`src/rtl/assert_macros.svh`:
```
// assertion helpers, all sampled on the rising edge of clk and off while rst_n is low
`ifndef ASSERT_MACROS_SVH
`define ASSERT_MACROS_SVH

// same-cycle implication
`define ACE_ASSERT_IMPLY(lbl, ante, cons, msg) \
    lbl: assert property (@(posedge clk) disable iff (!rst_n) (ante) |-> (cons)) \
        else $error(msg);

// next-cycle implication
`define ACE_ASSERT_NEXT(lbl, ante, cons, msg) \
    lbl: assert property (@(posedge clk) disable iff (!rst_n) (ante) |=> (cons)) \
        else $error(msg);

`endif

```
`src/rtl/ace_pkg.sv`:
```
`timescale 1ns / 1ps

package ace_pkg;

    // channel count and field widths
    localparam int CHANNELS   = 8;
    localparam int CH_W       = 3;
    localparam int SAMPLE_W   = 16;
    localparam int THR_W      = 16;
    localparam int SLOPE_W    = 16;
    localparam int COEFF_W    = 17;
    localparam int CFG_DATA_W = 17;
    localparam int CFG_IDX_W  = 2;

    // shared multiplier operand width
    localparam int MUL_W = 32;

    // log2 result: 4 integer bits, 16 fraction bits
    localparam int LOG_FRAC_W = 16;
    localparam int LOG_W      = 20;

    typedef enum logic [CFG_IDX_W-1:0] {
        CFG_THRESHOLD = 2'd0,
        CFG_SLOPE     = 2'd1,
        CFG_ATTACK    = 2'd2,
        CFG_RELEASE   = 2'd3
    } cfg_reg_t;

    // register reset values
    localparam logic [THR_W-1:0]   THRESHOLD_RST = 16'd32768;
    localparam logic [SLOPE_W-1:0] SLOPE_RST     = 16'd4096;
    localparam logic [COEFF_W-1:0] ATTACK_RST    = 17'd25760;
    localparam logic [COEFF_W-1:0] RELEASE_RST   = 17'd25;

    // fixed-point unity values
    localparam logic [COEFF_W-1:0] ONE_Q16   = 17'd65536;
    localparam logic [SLOPE_W-1:0] SLOPE_ONE = 16'd4096;

    // cubic exp2 polynomial coefficients, q0.16
    localparam logic [15:0] EXP_C1 = 16'd45580;
    localparam logic [15:0] EXP_C2 = 16'd14847;
    localparam logic [15:0] EXP_C3 = 16'd5113;

endpackage

```
`src/rtl/audio_compressor_expander_core.sv`:
```
// Per-channel compressor/expander for signed q1.15 audio. Each input beat carries one sample
// and its channel; the block updates that channel's peak envelope with the attack and release
// coefficients and, while the new envelope is above the threshold, scales the sample by
// (envelope/threshold)^(slope-1), computed as exp2 of a scaled log2 difference. All arithmetic
// runs through a single 32x32 multiplier under a small sequencer, so one sample is in flight
// at a time: a sample whose envelope stays at or below the threshold goes from ST_ENV_MUL
// through ST_ENV_ADD and ST_LOG_INIT to ST_DONE, a gain-scaled sample runs on through the
// two 16-round squaring log2 evaluations (envelope, then threshold) on the shared multiplier
// and the exp2 and gain steps. The input side opens in the cycle after the result is loaded.
// A result that finds the output register still occupied holds the sequencer until that
// beat is taken; once loaded, the output register lets the next sample be accepted while
// its result still waits to be taken. Configuration writes are registered and must be
// issued only while no sample is in flight.
`timescale 1ns / 1ps
`include "assert_macros.svh"

module audio_compressor_expander_core
    import ace_pkg::*;
(
    input  logic                         clk,
    input  logic                         rst_n,

    // configuration write port
    input  logic                         cfg_we,
    input  logic [CFG_IDX_W-1:0]         cfg_index,
    input  logic [CFG_DATA_W-1:0]        cfg_data,

    // input beat
    input  logic                         in_valid,
    output logic                         in_ready,
    input  logic signed [SAMPLE_W-1:0]   sample_in,
    input  logic [CH_W-1:0]              channel_in,

    // output beat
    output logic                         out_valid,
    input  logic                         out_ready,
    output logic signed [SAMPLE_W-1:0]   sample_out,
    output logic [CH_W-1:0]              channel_out,
    output logic                         saturated
);

    typedef enum logic [3:0] {
        ST_IDLE,
        ST_ENV_MUL,     // env * (1 - release)
        ST_ENV_ADD,     // + excess * attack, write envelope
        ST_LOG_INIT,    // threshold compare, normalize log2 operand
        ST_LOG_SQ,      // one squaring round per cycle
        ST_DIFF,        // log2 env - log2 thr
        ST_SCALE,       // |slope-1| * |diff|
        ST_YCALC,       // signed floor shift
        ST_EXP1,
        ST_EXP2,
        ST_EXP3,
        ST_GAIN,        // |x| * 2^frac
        ST_ROUND,       // shift by integer part, round, clip
        ST_DONE         // hand result to output register
    } state_t;

    // ------------------------------------------------------------------
    // configuration registers
    // ------------------------------------------------------------------
    logic [THR_W-1:0]   threshold_reg;
    logic [SLOPE_W-1:0] slope_reg;
    logic [COEFF_W-1:0] attack_reg;
    logic [COEFF_W-1:0] release_reg;

    // ------------------------------------------------------------------
    // sequencer and datapath registers
    // ------------------------------------------------------------------
    state_t                state_reg,    state_next;
    logic [3:0]            cnt_reg,      cnt_next;
    logic                  thr_pass_reg, thr_pass_next;   // log2 pass is on the threshold
    logic [15:0]           envelope_reg [CHANNELS];
    logic [SAMPLE_W-1:0]   raw_reg,      raw_next;
    logic [CH_W-1:0]       ch_reg,       ch_next;
    logic [15:0]           env_reg,      env_next;
    logic [15:0]           alpha_reg,    alpha_next;
    logic [35:0]           acc_reg,      acc_next;
    logic [15:0]           ne_reg,       ne_next;
    logic [30:0]           m_reg,        m_next;
    logic [3:0]            top_reg,      top_next;
    logic [LOG_FRAC_W-1:0] frac_reg,     frac_next;
    logic [LOG_W-1:0]      lenv_reg,     lenv_next;
    logic [LOG_W-1:0]      lthr_reg,     lthr_next;
    logic [LOG_W-1:0]      dmag_reg,     dmag_next;
    logic                  dneg_reg,     dneg_next;
    logic signed [24:0]    y_reg,        y_next;
    logic [16:0]           t_reg,        t_next;
    logic [33:0]           prod_reg,     prod_next;
    logic [SAMPLE_W-1:0]   res_reg,      res_next;
    logic                  sat_reg,      sat_next;
    logic                  env_we;

    // output register
    logic                  out_valid_reg,   out_valid_next;
    logic [SAMPLE_W-1:0]   sample_out_reg,  sample_out_next;
    logic [CH_W-1:0]       channel_out_reg, channel_out_next;
    logic                  saturated_reg,   saturated_next;

    // ------------------------------------------------------------------
    // shared multiplier
    // ------------------------------------------------------------------
    logic [MUL_W-1:0]   mul_a;
    logic [MUL_W-1:0]   mul_b;
    logic [2*MUL_W-1:0] product;

    assign product = mul_a * mul_b;

    // ------------------------------------------------------------------
    // helpers
    // ------------------------------------------------------------------
    function automatic logic [3:0] top_of(input logic [15:0] v);
        logic [3:0] t;
        t = '0;
        for (int i = 0; i < 16; i++)
        begin
            if (v[i])
            begin
                t = 4'(i);
            end
        end
        return t;
    endfunction

    logic [16:0]        mag;
    logic [THR_W-1:0]   thr_eff;
    logic [COEFF_W-1:0] ac;
    logic [COEFF_W-1:0] rc;
    logic [COEFF_W-1:0] rc_inv;
    logic [16:0]        s_diff;
    logic               s_neg;
    logic [15:0]        s_mag;
    logic [15:0]        log_src;
    logic [3:0]         src_top;
    logic [30:0]        src_m;
    logic [31:0]        sq;
    logic               sq_bit;
    logic [34:0]        env_sum;
    logic [15:0]        ne_val;
    logic [20:0]        ldiff;
    logic               p_neg;
    logic [36:0]        p_up;
    logic signed [24:0] y_val;
    logic [15:0]        f;
    logic signed [8:0]  k;
    logic signed [9:0]  sh;
    logic [5:0]         shamt;
    logic [34:0]        half;
    logic [34:0]        rnd;
    logic [34:0]        q;
    logic               chan_ok;

    // sample magnitude, 0..32768
    assign mag     = raw_reg[SAMPLE_W-1] ? 17'(17'h10000 - {1'b0, raw_reg}) : {1'b0, raw_reg};
    // a zero threshold behaves as one lsb
    assign thr_eff = (threshold_reg == '0) ? 16'd1 : threshold_reg;
    // coefficients above unity clamp to unity
    assign ac      = (attack_reg > ONE_Q16) ? ONE_Q16 : attack_reg;
    assign rc      = (release_reg > ONE_Q16) ? ONE_Q16 : release_reg;
    assign rc_inv  = ONE_Q16 - rc;
    // slope - 1 in sign/magnitude
    assign s_diff  = {1'b0, slope_reg} - {1'b0, SLOPE_ONE};
    assign s_neg   = s_diff[16];
    assign s_mag   = s_neg ? 16'(-s_diff) : s_diff[15:0];

    // log2 operand normalization: mantissa in [2^30, 2^31)
    assign log_src = thr_pass_reg ? thr_eff : ne_reg;
    assign src_top = top_of(log_src);
    assign src_m   = 31'(log_src) << (5'd30 - {1'b0, src_top});

    // squaring round: renormalize when the square reaches 2.0
    assign sq      = product[61:30];
    assign sq_bit  = sq[31];

    // envelope update sum, saturated to 16 bits after the q16 shift
    assign env_sum = 35'(acc_reg[33:0]) + 35'(product[33:0]);
    assign ne_val  = (|env_sum[34:32]) ? 16'hFFFF : env_sum[31:16];

    assign ldiff   = {1'b0, lenv_reg} - {1'b0, lthr_reg};

    // floor((slope-1) * diff / 4096) from the unsigned product in acc_reg
    assign p_neg   = s_neg ^ dneg_reg;
    assign p_up    = 37'(acc_reg) + 37'd4095;
    assign y_val   = p_neg ? -$signed(p_up[36:12]) : $signed({1'b0, acc_reg[35:12]});

    // exponent split: integer part k, fraction f
    assign f       = y_reg[15:0];
    assign k       = y_reg[24:16];
    assign sh      = 10'sd16 - 10'(k);
    assign shamt   = sh[5:0];
    assign half    = 35'd1 << (shamt - 6'd1);
    assign rnd     = 35'(prod_reg) + half;

    always_comb
    begin
        priority if (prod_reg == '0)
        begin
            q = '0;
        end
        else if (sh <= 10'sd0)
        begin
            q = 35'h10000;            // forces saturation
        end
        else if (sh >= 10'sd33)
        begin
            q = '0;
        end
        else
        begin
            q = rnd >> shamt;
        end
    end

    assign chan_ok = (32'(channel_in) < CHANNELS);

    // ------------------------------------------------------------------
    // multiplier operand selection
    // ------------------------------------------------------------------
    always_comb
    begin
        mul_a = '0;
        mul_b = '0;
        unique case (state_reg)
            ST_ENV_MUL:
            begin
                mul_a = 32'(env_reg);
                mul_b = 32'(rc_inv);
            end
            ST_ENV_ADD:
            begin
                mul_a = 32'(alpha_reg);
                mul_b = 32'(ac);
            end
            ST_LOG_SQ:
            begin
                mul_a = 32'(m_reg);
                mul_b = 32'(m_reg);
            end
            ST_SCALE:
            begin
                mul_a = 32'(s_mag);
                mul_b = 32'(dmag_reg);
            end
            ST_EXP1:
            begin
                mul_a = 32'(f);
                mul_b = 32'(EXP_C3);
            end
            ST_EXP2:
            begin
                mul_a = 32'(f);
                mul_b = 32'(EXP_C2) + 32'(t_reg);
            end
            ST_EXP3:
            begin
                mul_a = 32'(f);
                mul_b = 32'(EXP_C1) + 32'(t_reg);
            end
            ST_GAIN:
            begin
                mul_a = 32'(mag);
                mul_b = 32'(ONE_Q16) + 32'(t_reg);
            end
            default:
            begin
                mul_a = '0;
                mul_b = '0;
            end
        endcase
    end

    // ------------------------------------------------------------------
    // sequencer
    // ------------------------------------------------------------------
    always_comb
    begin
        state_next       = state_reg;
        cnt_next         = cnt_reg;
        thr_pass_next    = thr_pass_reg;
        raw_next         = raw_reg;
        ch_next          = ch_reg;
        env_next         = env_reg;
        alpha_next       = alpha_reg;
        acc_next         = acc_reg;
        ne_next          = ne_reg;
        m_next           = m_reg;
        top_next         = top_reg;
        frac_next        = frac_reg;
        lenv_next        = lenv_reg;
        lthr_next        = lthr_reg;
        dmag_next        = dmag_reg;
        dneg_next        = dneg_reg;
        y_next           = y_reg;
        t_next           = t_reg;
        prod_next        = prod_reg;
        res_next         = res_reg;
        sat_next         = sat_reg;
        env_we           = 1'b0;
        // output beat leaves when taken
        out_valid_next   = out_valid_reg && !out_ready;
        sample_out_next  = sample_out_reg;
        channel_out_next = channel_out_reg;
        saturated_next   = saturated_reg;

        unique case (state_reg)
            ST_IDLE:
            begin
                if (in_valid)
                begin
                    raw_next      = sample_in;
                    ch_next       = channel_in;
                    env_next      = envelope_reg[channel_in];
                    thr_pass_next = 1'b0;
                    if (chan_ok)
                    begin
                        state_next = ST_ENV_MUL;
                    end
                    else
                    begin
                        // unknown channel: pass through untouched
                        res_next   = sample_in;
                        sat_next   = 1'b0;
                        state_next = ST_DONE;
                    end
                end
            end
            ST_ENV_MUL:
            begin
                acc_next   = 36'(product[33:0]);
                alpha_next = (mag > {1'b0, env_reg}) ? 16'(mag - {1'b0, env_reg}) : '0;
                state_next = ST_ENV_ADD;
            end
            ST_ENV_ADD:
            begin
                ne_next    = ne_val;
                env_we     = 1'b1;
                state_next = ST_LOG_INIT;
            end
            ST_LOG_INIT:
            begin
                if (!thr_pass_reg && !(ne_reg > thr_eff))
                begin
                    // at or below threshold: unity gain
                    res_next   = raw_reg;
                    sat_next   = 1'b0;
                    state_next = ST_DONE;
                end
                else
                begin
                    m_next     = src_m;
                    top_next   = src_top;
                    frac_next  = '0;
                    cnt_next   = '0;
                    state_next = ST_LOG_SQ;
                end
            end
            ST_LOG_SQ:
            begin
                m_next    = sq_bit ? sq[31:1] : sq[30:0];
                frac_next = {frac_reg[LOG_FRAC_W-2:0], sq_bit};
                cnt_next  = cnt_reg + 4'd1;
                if (cnt_reg == 4'd15)
                begin
                    if (thr_pass_reg)
                    begin
                        lthr_next  = {top_reg, frac_next};
                        state_next = ST_DIFF;
                    end
                    else
                    begin
                        lenv_next     = {top_reg, frac_next};
                        thr_pass_next = 1'b1;
                        state_next    = ST_LOG_INIT;
                    end
                end
            end
            ST_DIFF:
            begin
                dneg_next  = ldiff[20];
                dmag_next  = ldiff[20] ? 20'(-ldiff) : ldiff[19:0];
                state_next = ST_SCALE;
            end
            ST_SCALE:
            begin
                acc_next   = product[35:0];
                state_next = ST_YCALC;
            end
            ST_YCALC:
            begin
                y_next     = y_val;
                state_next = ST_EXP1;
            end
            ST_EXP1:
            begin
                t_next     = product[32:16];
                state_next = ST_EXP2;
            end
            ST_EXP2:
            begin
                t_next     = product[32:16];
                state_next = ST_EXP3;
            end
            ST_EXP3:
            begin
                t_next     = product[32:16];
                state_next = ST_GAIN;
            end
            ST_GAIN:
            begin
                prod_next  = product[33:0];
                state_next = ST_ROUND;
            end
            ST_ROUND:
            begin
                if (!raw_reg[SAMPLE_W-1])
                begin
                    if (q > 35'd32767)
                    begin
                        res_next = 16'h7FFF;
                        sat_next = 1'b1;
                    end
                    else
                    begin
                        res_next = q[15:0];
                        sat_next = 1'b0;
                    end
                end
                else
                begin
                    if (q > 35'd32768)
                    begin
                        res_next = 16'h8000;
                        sat_next = 1'b1;
                    end
                    else
                    begin
                        res_next = 16'(17'h10000 - q[16:0]);
                        sat_next = 1'b0;
                    end
                end
                state_next = ST_DONE;
            end
            ST_DONE:
            begin
                if (!out_valid_reg || out_ready)
                begin
                    out_valid_next   = 1'b1;
                    sample_out_next  = res_reg;
                    channel_out_next = ch_reg;
                    saturated_next   = sat_reg;
                    state_next       = ST_IDLE;
                end
            end
            default:
            begin
                state_next = ST_IDLE;
            end
        endcase
    end

    // ------------------------------------------------------------------
    // state, datapath, envelopes, configuration and output register
    // ------------------------------------------------------------------
    always_ff @(posedge clk or negedge rst_n)
    begin
        if (!rst_n)
        begin
            state_reg       <= ST_IDLE;
            cnt_reg         <= '0;
            thr_pass_reg    <= 1'b0;
            threshold_reg   <= THRESHOLD_RST;
            slope_reg       <= SLOPE_RST;
            attack_reg      <= ATTACK_RST;
            release_reg     <= RELEASE_RST;
            for (int i = 0; i < CHANNELS; i++)
            begin
                envelope_reg[i] <= '0;
            end
            raw_reg         <= '0;
            ch_reg          <= '0;
            env_reg         <= '0;
            alpha_reg       <= '0;
            acc_reg         <= '0;
            ne_reg          <= '0;
            m_reg           <= '0;
            top_reg         <= '0;
            frac_reg        <= '0;
            lenv_reg        <= '0;
            lthr_reg        <= '0;
            dmag_reg        <= '0;
            dneg_reg        <= 1'b0;
            y_reg           <= '0;
            t_reg           <= '0;
            prod_reg        <= '0;
            res_reg         <= '0;
            sat_reg         <= 1'b0;
            out_valid_reg   <= 1'b0;
            sample_out_reg  <= '0;
            channel_out_reg <= '0;
            saturated_reg   <= 1'b0;
        end
        else
        begin
            state_reg       <= state_next;
            cnt_reg         <= cnt_next;
            thr_pass_reg    <= thr_pass_next;
            raw_reg         <= raw_next;
            ch_reg          <= ch_next;
            env_reg         <= env_next;
            alpha_reg       <= alpha_next;
            acc_reg         <= acc_next;
            ne_reg          <= ne_next;
            m_reg           <= m_next;
            top_reg         <= top_next;
            frac_reg        <= frac_next;
            lenv_reg        <= lenv_next;
            lthr_reg        <= lthr_next;
            dmag_reg        <= dmag_next;
            dneg_reg        <= dneg_next;
            y_reg           <= y_next;
            t_reg           <= t_next;
            prod_reg        <= prod_next;
            res_reg         <= res_next;
            sat_reg         <= sat_next;
            out_valid_reg   <= out_valid_next;
            sample_out_reg  <= sample_out_next;
            channel_out_reg <= channel_out_next;
            saturated_reg   <= saturated_next;

            if (env_we)
            begin
                envelope_reg[ch_reg] <= ne_val;
            end

            if (cfg_we)
            begin
                unique case (cfg_reg_t'(cfg_index))
                    CFG_THRESHOLD: threshold_reg <= cfg_data[THR_W-1:0];
                    CFG_SLOPE:     slope_reg     <= cfg_data[SLOPE_W-1:0];
                    CFG_ATTACK:    attack_reg    <= cfg_data[COEFF_W-1:0];
                    CFG_RELEASE:   release_reg   <= cfg_data[COEFF_W-1:0];
                endcase
            end
        end
    end

    assign in_ready    = (state_reg == ST_IDLE);
    assign out_valid   = out_valid_reg;
    assign sample_out  = sample_out_reg;
    assign channel_out = channel_out_reg;
    assign saturated   = saturated_reg;

    // ------------------------------------------------------------------
    // assertions
    // ------------------------------------------------------------------
    // one sample in flight: the input side is closed in the cycle after a beat is accepted
    `ACE_ASSERT_NEXT(a_one_in_flight, in_valid && in_ready, !in_ready, "second beat accepted")
    // squaring log2 keeps its mantissa normalized in [1.0, 2.0)
    `ACE_ASSERT_IMPLY(a_log_norm, state_reg == ST_LOG_SQ, m_reg[30], "log2 mantissa lost")
    // a clipped result sits on one of the rails
    `ACE_ASSERT_IMPLY(a_sat_rail, out_valid && saturated,
        sample_out == 16'h7FFF || sample_out == 16'h8000, "saturated beat off the rail")
    // the log2 round counter only runs while squaring
    `ACE_ASSERT_IMPLY(a_cnt_idle, state_reg == ST_IDLE, !(state_next == ST_LOG_SQ),
        "squaring entered from idle")

endmodule

```
`config.mk`:
```
export PLATFORM = sky130hd
export DESIGN_NAME = audio_compressor_expander_core
export DESIGN_NICKNAME = d
export VERILOG_FILES = /design/src/rtl/ace_pkg.sv /design/src/rtl/audio_compressor_expander_core.sv
export VERILOG_INCLUDE_DIRS = /design/src /design/src/rtl
export SDC_FILE = /design/constraint.sdc
export NUM_CORES = 2
export LEC_CHECK = 0
export BUFFER_PORTS_ARGS = -buffer_cell sky130_fd_sc_hd__buf_2
export CORE_MARGIN = 5
export CORE_UTILIZATION = 65
export CTS_CLUSTER_DIAMETER = 200
export CTS_CLUSTER_SIZE = 8
export DETAILED_ROUTE_END_ITERATION = 12
export HOLD_SLACK_MARGIN = 0.12
export PLACE_DENSITY = 0.82
export SYNTH_ARGS = -nofsm -noshare
export SYNTH_HDL_FRONTEND = slang
export SYNTH_SLANG_ARGS = --single-unit
```
`constraint.sdc`:
```
create_clock -name clk -period 19.7 [get_ports clk]
set_input_delay 0 -clock clk [delete_from_list [all_inputs] [get_ports clk]]
set_output_delay 0 -clock clk [all_outputs]
set_load 0.02 [all_outputs]
```
---- Word level (Yosys, flattened, before mapping) ----
Cells that the tools add are included.
storage, ports and cells
  bits in latches ......................... 0
  input port bits ......................... 43
  word-level logic and storage cells ...... 195
  output and inout port bits .............. 22
  memory bits (writable) .................. 0
  register bits ........................... 531
  bits in read-only memories .............. 0
  memories kept ........................... 0
cells by class
  reduce and logical (&&, ||, !) cells .... 31
  equal/unequal tests ..................... 22
  bitwise gates (word level) .............. 5
  divide/modulo/power cells ............... 0
  mux-type cells .......................... 66
  $lt $le $gt $ge ......................... 11
  $mul .................................... 1
  shift operators ......................... 3
  add/sub/neg operators ................... 19
operators with widths
  operator                                                                            number
  31-bit one-hot mux with 8 select lines                                              1
  16-bit 2-to-1 mux                                                                   12
  31-bit one-hot mux with 6 select lines                                              1
  128-bit bitwise mux                                                                 1
  35-bit 2-to-1 mux                                                                   3
  36-bit one-hot mux with 2 select lines                                              1
  32-bit by 32-bit multiplier with 62-bit output                                      1
  31-bit 2-to-1 mux                                                                   2
  31-bit one-hot mux with 2 select lines                                              1
  4-bit 2-to-1 mux                                                                    15
  4-bit one-hot mux with 14 select lines                                              1
  17-bit 2-to-1 mux                                                                   3
  16-bit binary-select mux with 3-bit select                                          1
  16-bit demux with 3-bit select                                                      1
  36-bit by 12-bit adder with 37-bit output (second input constant)                   1
  34-bit by 34-bit adder with 35-bit output                                           1
  34-bit by 35-bit adder with 35-bit output                                           1
  35-bit by 15-bit greater-than comparator with 1-bit output (second input constant)  1
  35-bit by 16-bit greater-than comparator with 1-bit output (second input constant)  1
  1-bit by 6-bit << shifter with 35-bit output (first input constant)                 1
  35-bit by 6-bit right shift with 35-bit output                                      1
  17-bit greater-than comparator (second input constant)                              2
  34-bit zero test                                                                    1
  16-bit one-hot mux with 2 select lines                                              1
  other kinds (52)                                                                    103

---- Longest topological paths before layout ----
  depth after elaboration ................. 22
  gate-level depth with buffers ........... 53
  depth with buffers taken out ............ 49

---- Worst setup path before layout ----
OpenSTA, ideal clock, no wires.
  path type ............................... register -> register
  start point ............................. register release_reg[11]
  end point ............................... register envelope_reg[10] (netlist name)
  period minus slack after synthesis ...... 11.884 ns
  stages on the path, launching flop included .. 49
  library setup time ...................... 0.141 ns
  data required time ...................... 19.559 ns
  setup slack ............................. 7.816 ns
  data arrival time ....................... 11.743 ns
  path buffers ............................ 4
  path through ............................ dfrtp_1 > or3_1 > or3_1 > o21ai_0 > clkbuf_1 > nand2_1 > ha_1 > nand4_1 > a31oi_1 > a2111oi_1 > clkbuf_1 > nor2_1 > fa_1 > fa_1 > fa_1 > inv_1 > fa_1 > inv_1 > [... 13 more ...] > o311ai_1 > a31oi_1 > o21ai_0 > a21o_1 > a21o_1 > a21o_1 > a21o_1 > a221oi_1 > xnor2_1 > ha_1 > nor3_1 > nand2_1 > nor3_1 > nand3_1 > and2_1 > clkbuf_1 > a21oi_1 > a21oi_1
on the way
  longest elaborated chain between the ends .. 9
RTL lines
  element                                           RTL line                               source
  start, declared                                   audio_compressor_expander_core.sv:65   logic [COEFF_W-1:0] release_reg;
  start signal, assigned                            audio_compressor_expander_core.sv:541  CFG_RELEASE: release_reg <= cfg_data[COEFF_W-1:0];
  17-bit greater-than comparator                    audio_compressor_expander_core.sv:159  assign rc = (release_reg > ONE_Q16) ? ONE_Q16 : release_reg;
  17-bit 2-to-1 mux *                               audio_compressor_expander_core.sv:159
  17-bit subtractor *                               audio_compressor_expander_core.sv:160  assign rc_inv = ONE_Q16 - rc;
  31-bit one-hot mux with 8 select lines *          audio_compressor_expander_core.sv:223  unique case (state_reg)
  32-bit by 32-bit multiplier with 62-bit output *  audio_compressor_expander_core.sv:107  assign product = mul_a * mul_b;
  34-bit by 34-bit adder with 35-bit output *       audio_compressor_expander_core.sv:176  assign env_sum = 35'(acc_reg[33:0]) + 35'(product[33:0]);
  3-bit OR reduction                                audio_compressor_expander_core.sv:177  assign ne_val = (|env_sum[34:32]) ? 16'hFFFF : env_sum[31:16];
  16-bit 2-to-1 mux *                               audio_compressor_expander_core.sv:177
  128-bit bitwise mux *                             audio_compressor_expander_core.sv:532  envelope_reg[ch_reg] <= ne_val;
  end signal, assigned by index                     audio_compressor_expander_core.sv:532
  end, declared                                     audio_compressor_expander_core.sv:73   logic [15:0] envelope_reg [CHANNELS];
Every way passes the cells marked *; elsewhere a longest branch is shown, timed or not.
A chain may end at the register's enable or synchronous reset.

---- Worst setup path in the final report ----
  start point ............................. register state_reg[1]
  end point ............................... register envelope_reg[69] (netlist name)
on the way
  longest elaborated chain between the ends .. 8
  elaborated cells on any way between the ends .. 17
  those cells by class .................... add/sub: 1; mul: 1; eq/ne: 8; mux: 5; reduce/logical: 2
RTL lines
  element                                         RTL line                               source
  start, declared                                 audio_compressor_expander_core.sv:70   state_t state_reg, state_next;
  start signal, assigned                          audio_compressor_expander_core.sv:504  state_reg <= state_next;
  4-bit == test                                   audio_compressor_expander_core.sv:223
  3-bit OR reduction (no line)                    --
  31-bit one-hot mux with 6 select lines          audio_compressor_expander_core.sv:223
  32-bit by 32-bit multiplier with 62-bit output  audio_compressor_expander_core.sv:107
  34-bit by 34-bit adder with 35-bit output       audio_compressor_expander_core.sv:176
  3-bit OR reduction                              audio_compressor_expander_core.sv:177
  16-bit 2-to-1 mux                               audio_compressor_expander_core.sv:177
  128-bit bitwise mux                             audio_compressor_expander_core.sv:532
Parallel ways exist; a longest one is shown, timed or not.

==> impl_metrics.env <==
export IMPL_status="finished, final reports clean"
export IMPL_endpoint_kind="register"
export IMPL_syn2layout_area_growth_pct=7.02
export IMPL_synthMostInstantiatedCell="nand2_1"
export IMPL_yosys_warnings=0
export IMPL_skew_ns=0.0738
export IMPL_die_h_um=329
export IMPL_cp_arrival_ns=14.23
export IMPL_rows=116
export IMPL_die_w_um=329
export IMPL_path_delay_family="adder cells"
export IMPL_ir_drop_mv=0.203
export IMPL_setup_viol=0
export IMPL_synth_compound_area_share_pct=13.1
export IMPL_worstRegToRegCells=42
export IMPL_post_dp_hpwl_mm=157
export IMPL_synth_simple_area_share_pct=16.4
export IMPL_seq_area_frac_synth_pct=20.2
export IMPL_fmax_mhz=72.7
export IMPL_dpl_worst_slack_ns=6.42
export IMPL_tns_ns=0
export IMPL_synth_top_area_share_pct=25.5
export IMPL_vias_per_cell=6.47
export IMPL_grt_pass1_vias=59106
export IMPL_io_pins=65
export IMPL_htreeDepth=3
export IMPL_relSlewSlack_pct=13.4
export IMPL_synth_area_top_cells="fa_1 25%, dfrtp_1 20%, ha_1 7.5%"
export IMPL_hold_violations=0
export IMPL_finalWorstSetupSlack_ns=5.94
export IMPL_power_leakage_nw=33.8
export IMPL_worstSetupPathType="reg2reg"
export IMPL_synth_mux_area_share_pct=5.67
export IMPL_crit_fanout=25
export IMPL_cts_sinks=531
export IMPL_yosysTopAreaCell="fa_1"
export IMPL_worst_path_buf_inv=6
export IMPL_hold_class="in2reg"
export IMPL_synthTopCellsByCount="1160 x nand2_1, 1124 x inv_1, 840 x fa_1"
export IMPL_cts_buffers=76
export IMPL_cts_clk_slew_worst_paths_ns=0.06
export IMPL_ys_types=110
export IMPL_cp_required_ns=20.17
export IMPL_cts_max_path_buffers=3
export IMPL_synthXorXnorAreaFrac_pct=2.90
export IMPL_root_buffer="clkbuf_16"
export IMPL_synth_edf_count=0
export IMPL_period_share_pct=69.9
export IMPL_wl_mm=214
export IMPL_synth_cells=7622
export IMPL_largest_reg_flops=128
export IMPL_maxSlewViolCount=0
export IMPL_clk_latency_ns=0.66
export IMPL_cp_depth=42
export IMPL_cp_slowest_stage_delay_ns=0.96
export IMPL_post_route_drc_count=0
export IMPL_maxCapViolations=0
export IMPL_wl_per_cell_um=23.9
export IMPL_p_per_area_nw_per_um2=162
export IMPL_hold_depth=3
export IMPL_vias=57884
export IMPL_grt_total_usage_pct=39.6
export IMPL_cpMaxStageDelayCell="nand2_1"
export IMPL_fin_crit_ns=13.76
export IMPL_start_kind="register"
export IMPL_worst_path_most_repeated_cell="fa_1"
export IMPL_syn_area_per_cell_um2=8.66
export IMPL_rsz0062_at_grt="no"
export IMPL_synthAdderAreaFrac_pct=32.9
export IMPL_drive_above_1_share_pct=7.94
export IMPL_finalWeightedCongestion=1.02
export IMPL_grt_ovfl_total=0
export IMPL_synthFlopType="dfrtp_1"
export IMPL_floorplan_initialDensity_pct=65.7
export IMPL_drtIter0Drc=7083
export IMPL_ys_ff_latch=531
export IMPL_fill_cells=7707
export IMPL_syn_cell_area_um2=66000
export IMPL_synth_net_count=8898
export IMPL_final_nets=8841
export IMPL_ant_nets=0
export IMPL_io_buffers=64
export IMPL_drt_pass1_iterations=9
export IMPL_cts_tree="yes"
export IMPL_grt_pass1_wl_mm=333
export IMPL_die_area_um2=108000
export IMPL_antenna_found_initial=5
export IMPL_worst_slew_pin_slew_ns=1.30
export IMPL_core_area_um2=100000
export IMPL_grt_max_degree=176
export IMPL_synthArstFlopShare_pct=100
export IMPL_synth_top_family_by_area="adder cells"
export IMPL_cts_setup_buffers=0
[worst register-to-register path: cells and delay by family (launching register included)]
family	cells	cell delay, ns
AOI/OAI and AO/OA	13	3.83
xor gates and xnor gates	1	0.36
adders and majority gates	10	4.15
buffers and inverters	6	0.93
DFF	1	0.85
and+or+nand+nor	12	3.50
[per-layer routing]
metal	global-route usage, %	wire length, um	share of wire, %	vias up
met3	10.7	27500	13	947
met5	0	31	0.015	-
met4	20.3	14400	6.8	6
met1	51.8	77200	36	28319
li1	-	-	-	24796
met2	61.2	94500	44	3816
[cells by family (layout without fill, tap and decap cells)]
| logic type | after synthesis | count (layout) |
|---|---|---|
| AO/OA/AOI/OAI | 1347 | 1347 |
| XOR/XNOR | 217 | 217 |
| adder cells (fa/ha/maj) | 1233 | 1233 |
| buffers and inverters | 1536 | 1504 |
| flip-flops | 531 | 531 |
| multiplexers | 297 | 297 |
| other | 0 | 3 |
| AND/OR/NAND/NOR | 2461 | 2461 |
[layout by cell type (no fill, tap or decap), types with 79 or more instances in the layout]
| master | n |
|---|---|
| a21o_1 | 79 |
| fa_1 | 840 |
| ha_1 | 393 |
| nor3_1 | 119 |
| inv_1 | 1124 |
| o21ai_0 | 338 |
| nor2_1 | 605 |
| nand2_1 | 1159 |
| mux2i_1 | 96 |
| dfrtp_1 | 521 |
| a21oi_1 | 368 |
| nand3_1 | 108 |
| buf_4 | 130 |
| mux2_2 | 155 |
| xnor2_1 | 144 |
[path summary, 6_finish.rpt]
| path | from | end | slack (ns) |
|---|---|---|---|
| min | sample_in[6] | raw_reg[6] | 0.14 |
| min in group asynchronous | rst_n | m_reg[18] | 0.36 |
| max in group asynchronous | rst_n | y_reg[4] | 17.98 |
| min reg2reg | env_reg[2] | env_reg[2] | 0.48 |
| max | state_reg[1] | envelope_reg[69] | 5.94 |
| max reg2reg | state_reg[1] | envelope_reg[69] | 5.94 |
[cell type report]
cell class / count / area, um2 / share of cell area [%]
sequential: 531 / 13300 / 18.8
timing repair buffer: 269 / 2080 / 2.95
multi-input combinational: 5555 / 47100 / 66.7
inverter: 1132 / 4250 / 6.02
antenna: 3 / 7.51 / 0.0106
tap: 1357 / 1700 / 2.40
clock inverter: 8 / 218 / 0.308
clock buffer: 95 / 1970 / 2.79
[per-stage QoR]
| step | total power [mW] | hold slack (ns) | utilization (%) | area, um2 | cells |
|---|---|---|---|---|---|
| CTS | 11.1 | 0.122 | 70.3 | 70600 | 8947 |
| global placement | 9.58 | 0.144 | 67.4 | 67700 | 8770 |
| finish | 11.5 | 0.138 | 70.3 | 70600 | 8950 |
| floorplan | 7.01 | -0.296 | - | 66000 | 7622 |
| global route | 12.1 | 0.142 | 70.3 | 70600 | 8947 |
| detailed placement | 9.78 | 0.173 | 67.4 | 67700 | 8770 |
[power by group]
group	switching [mW]	total [mW]	internal, mW	leakage [nW]
clock	0.522	1.23	0.708	1.04
sequential	0.435	1.87	1.44	6.92
combinational	5.71	8.36	2.66	25.8
[repair_timing]
action                                 4_1_cts  5_1_grt
hold buffers                                74        0
endpoints found under the hold margin      217        0
resized for setup                            0        0
Power figures use the tool's default switching activity.
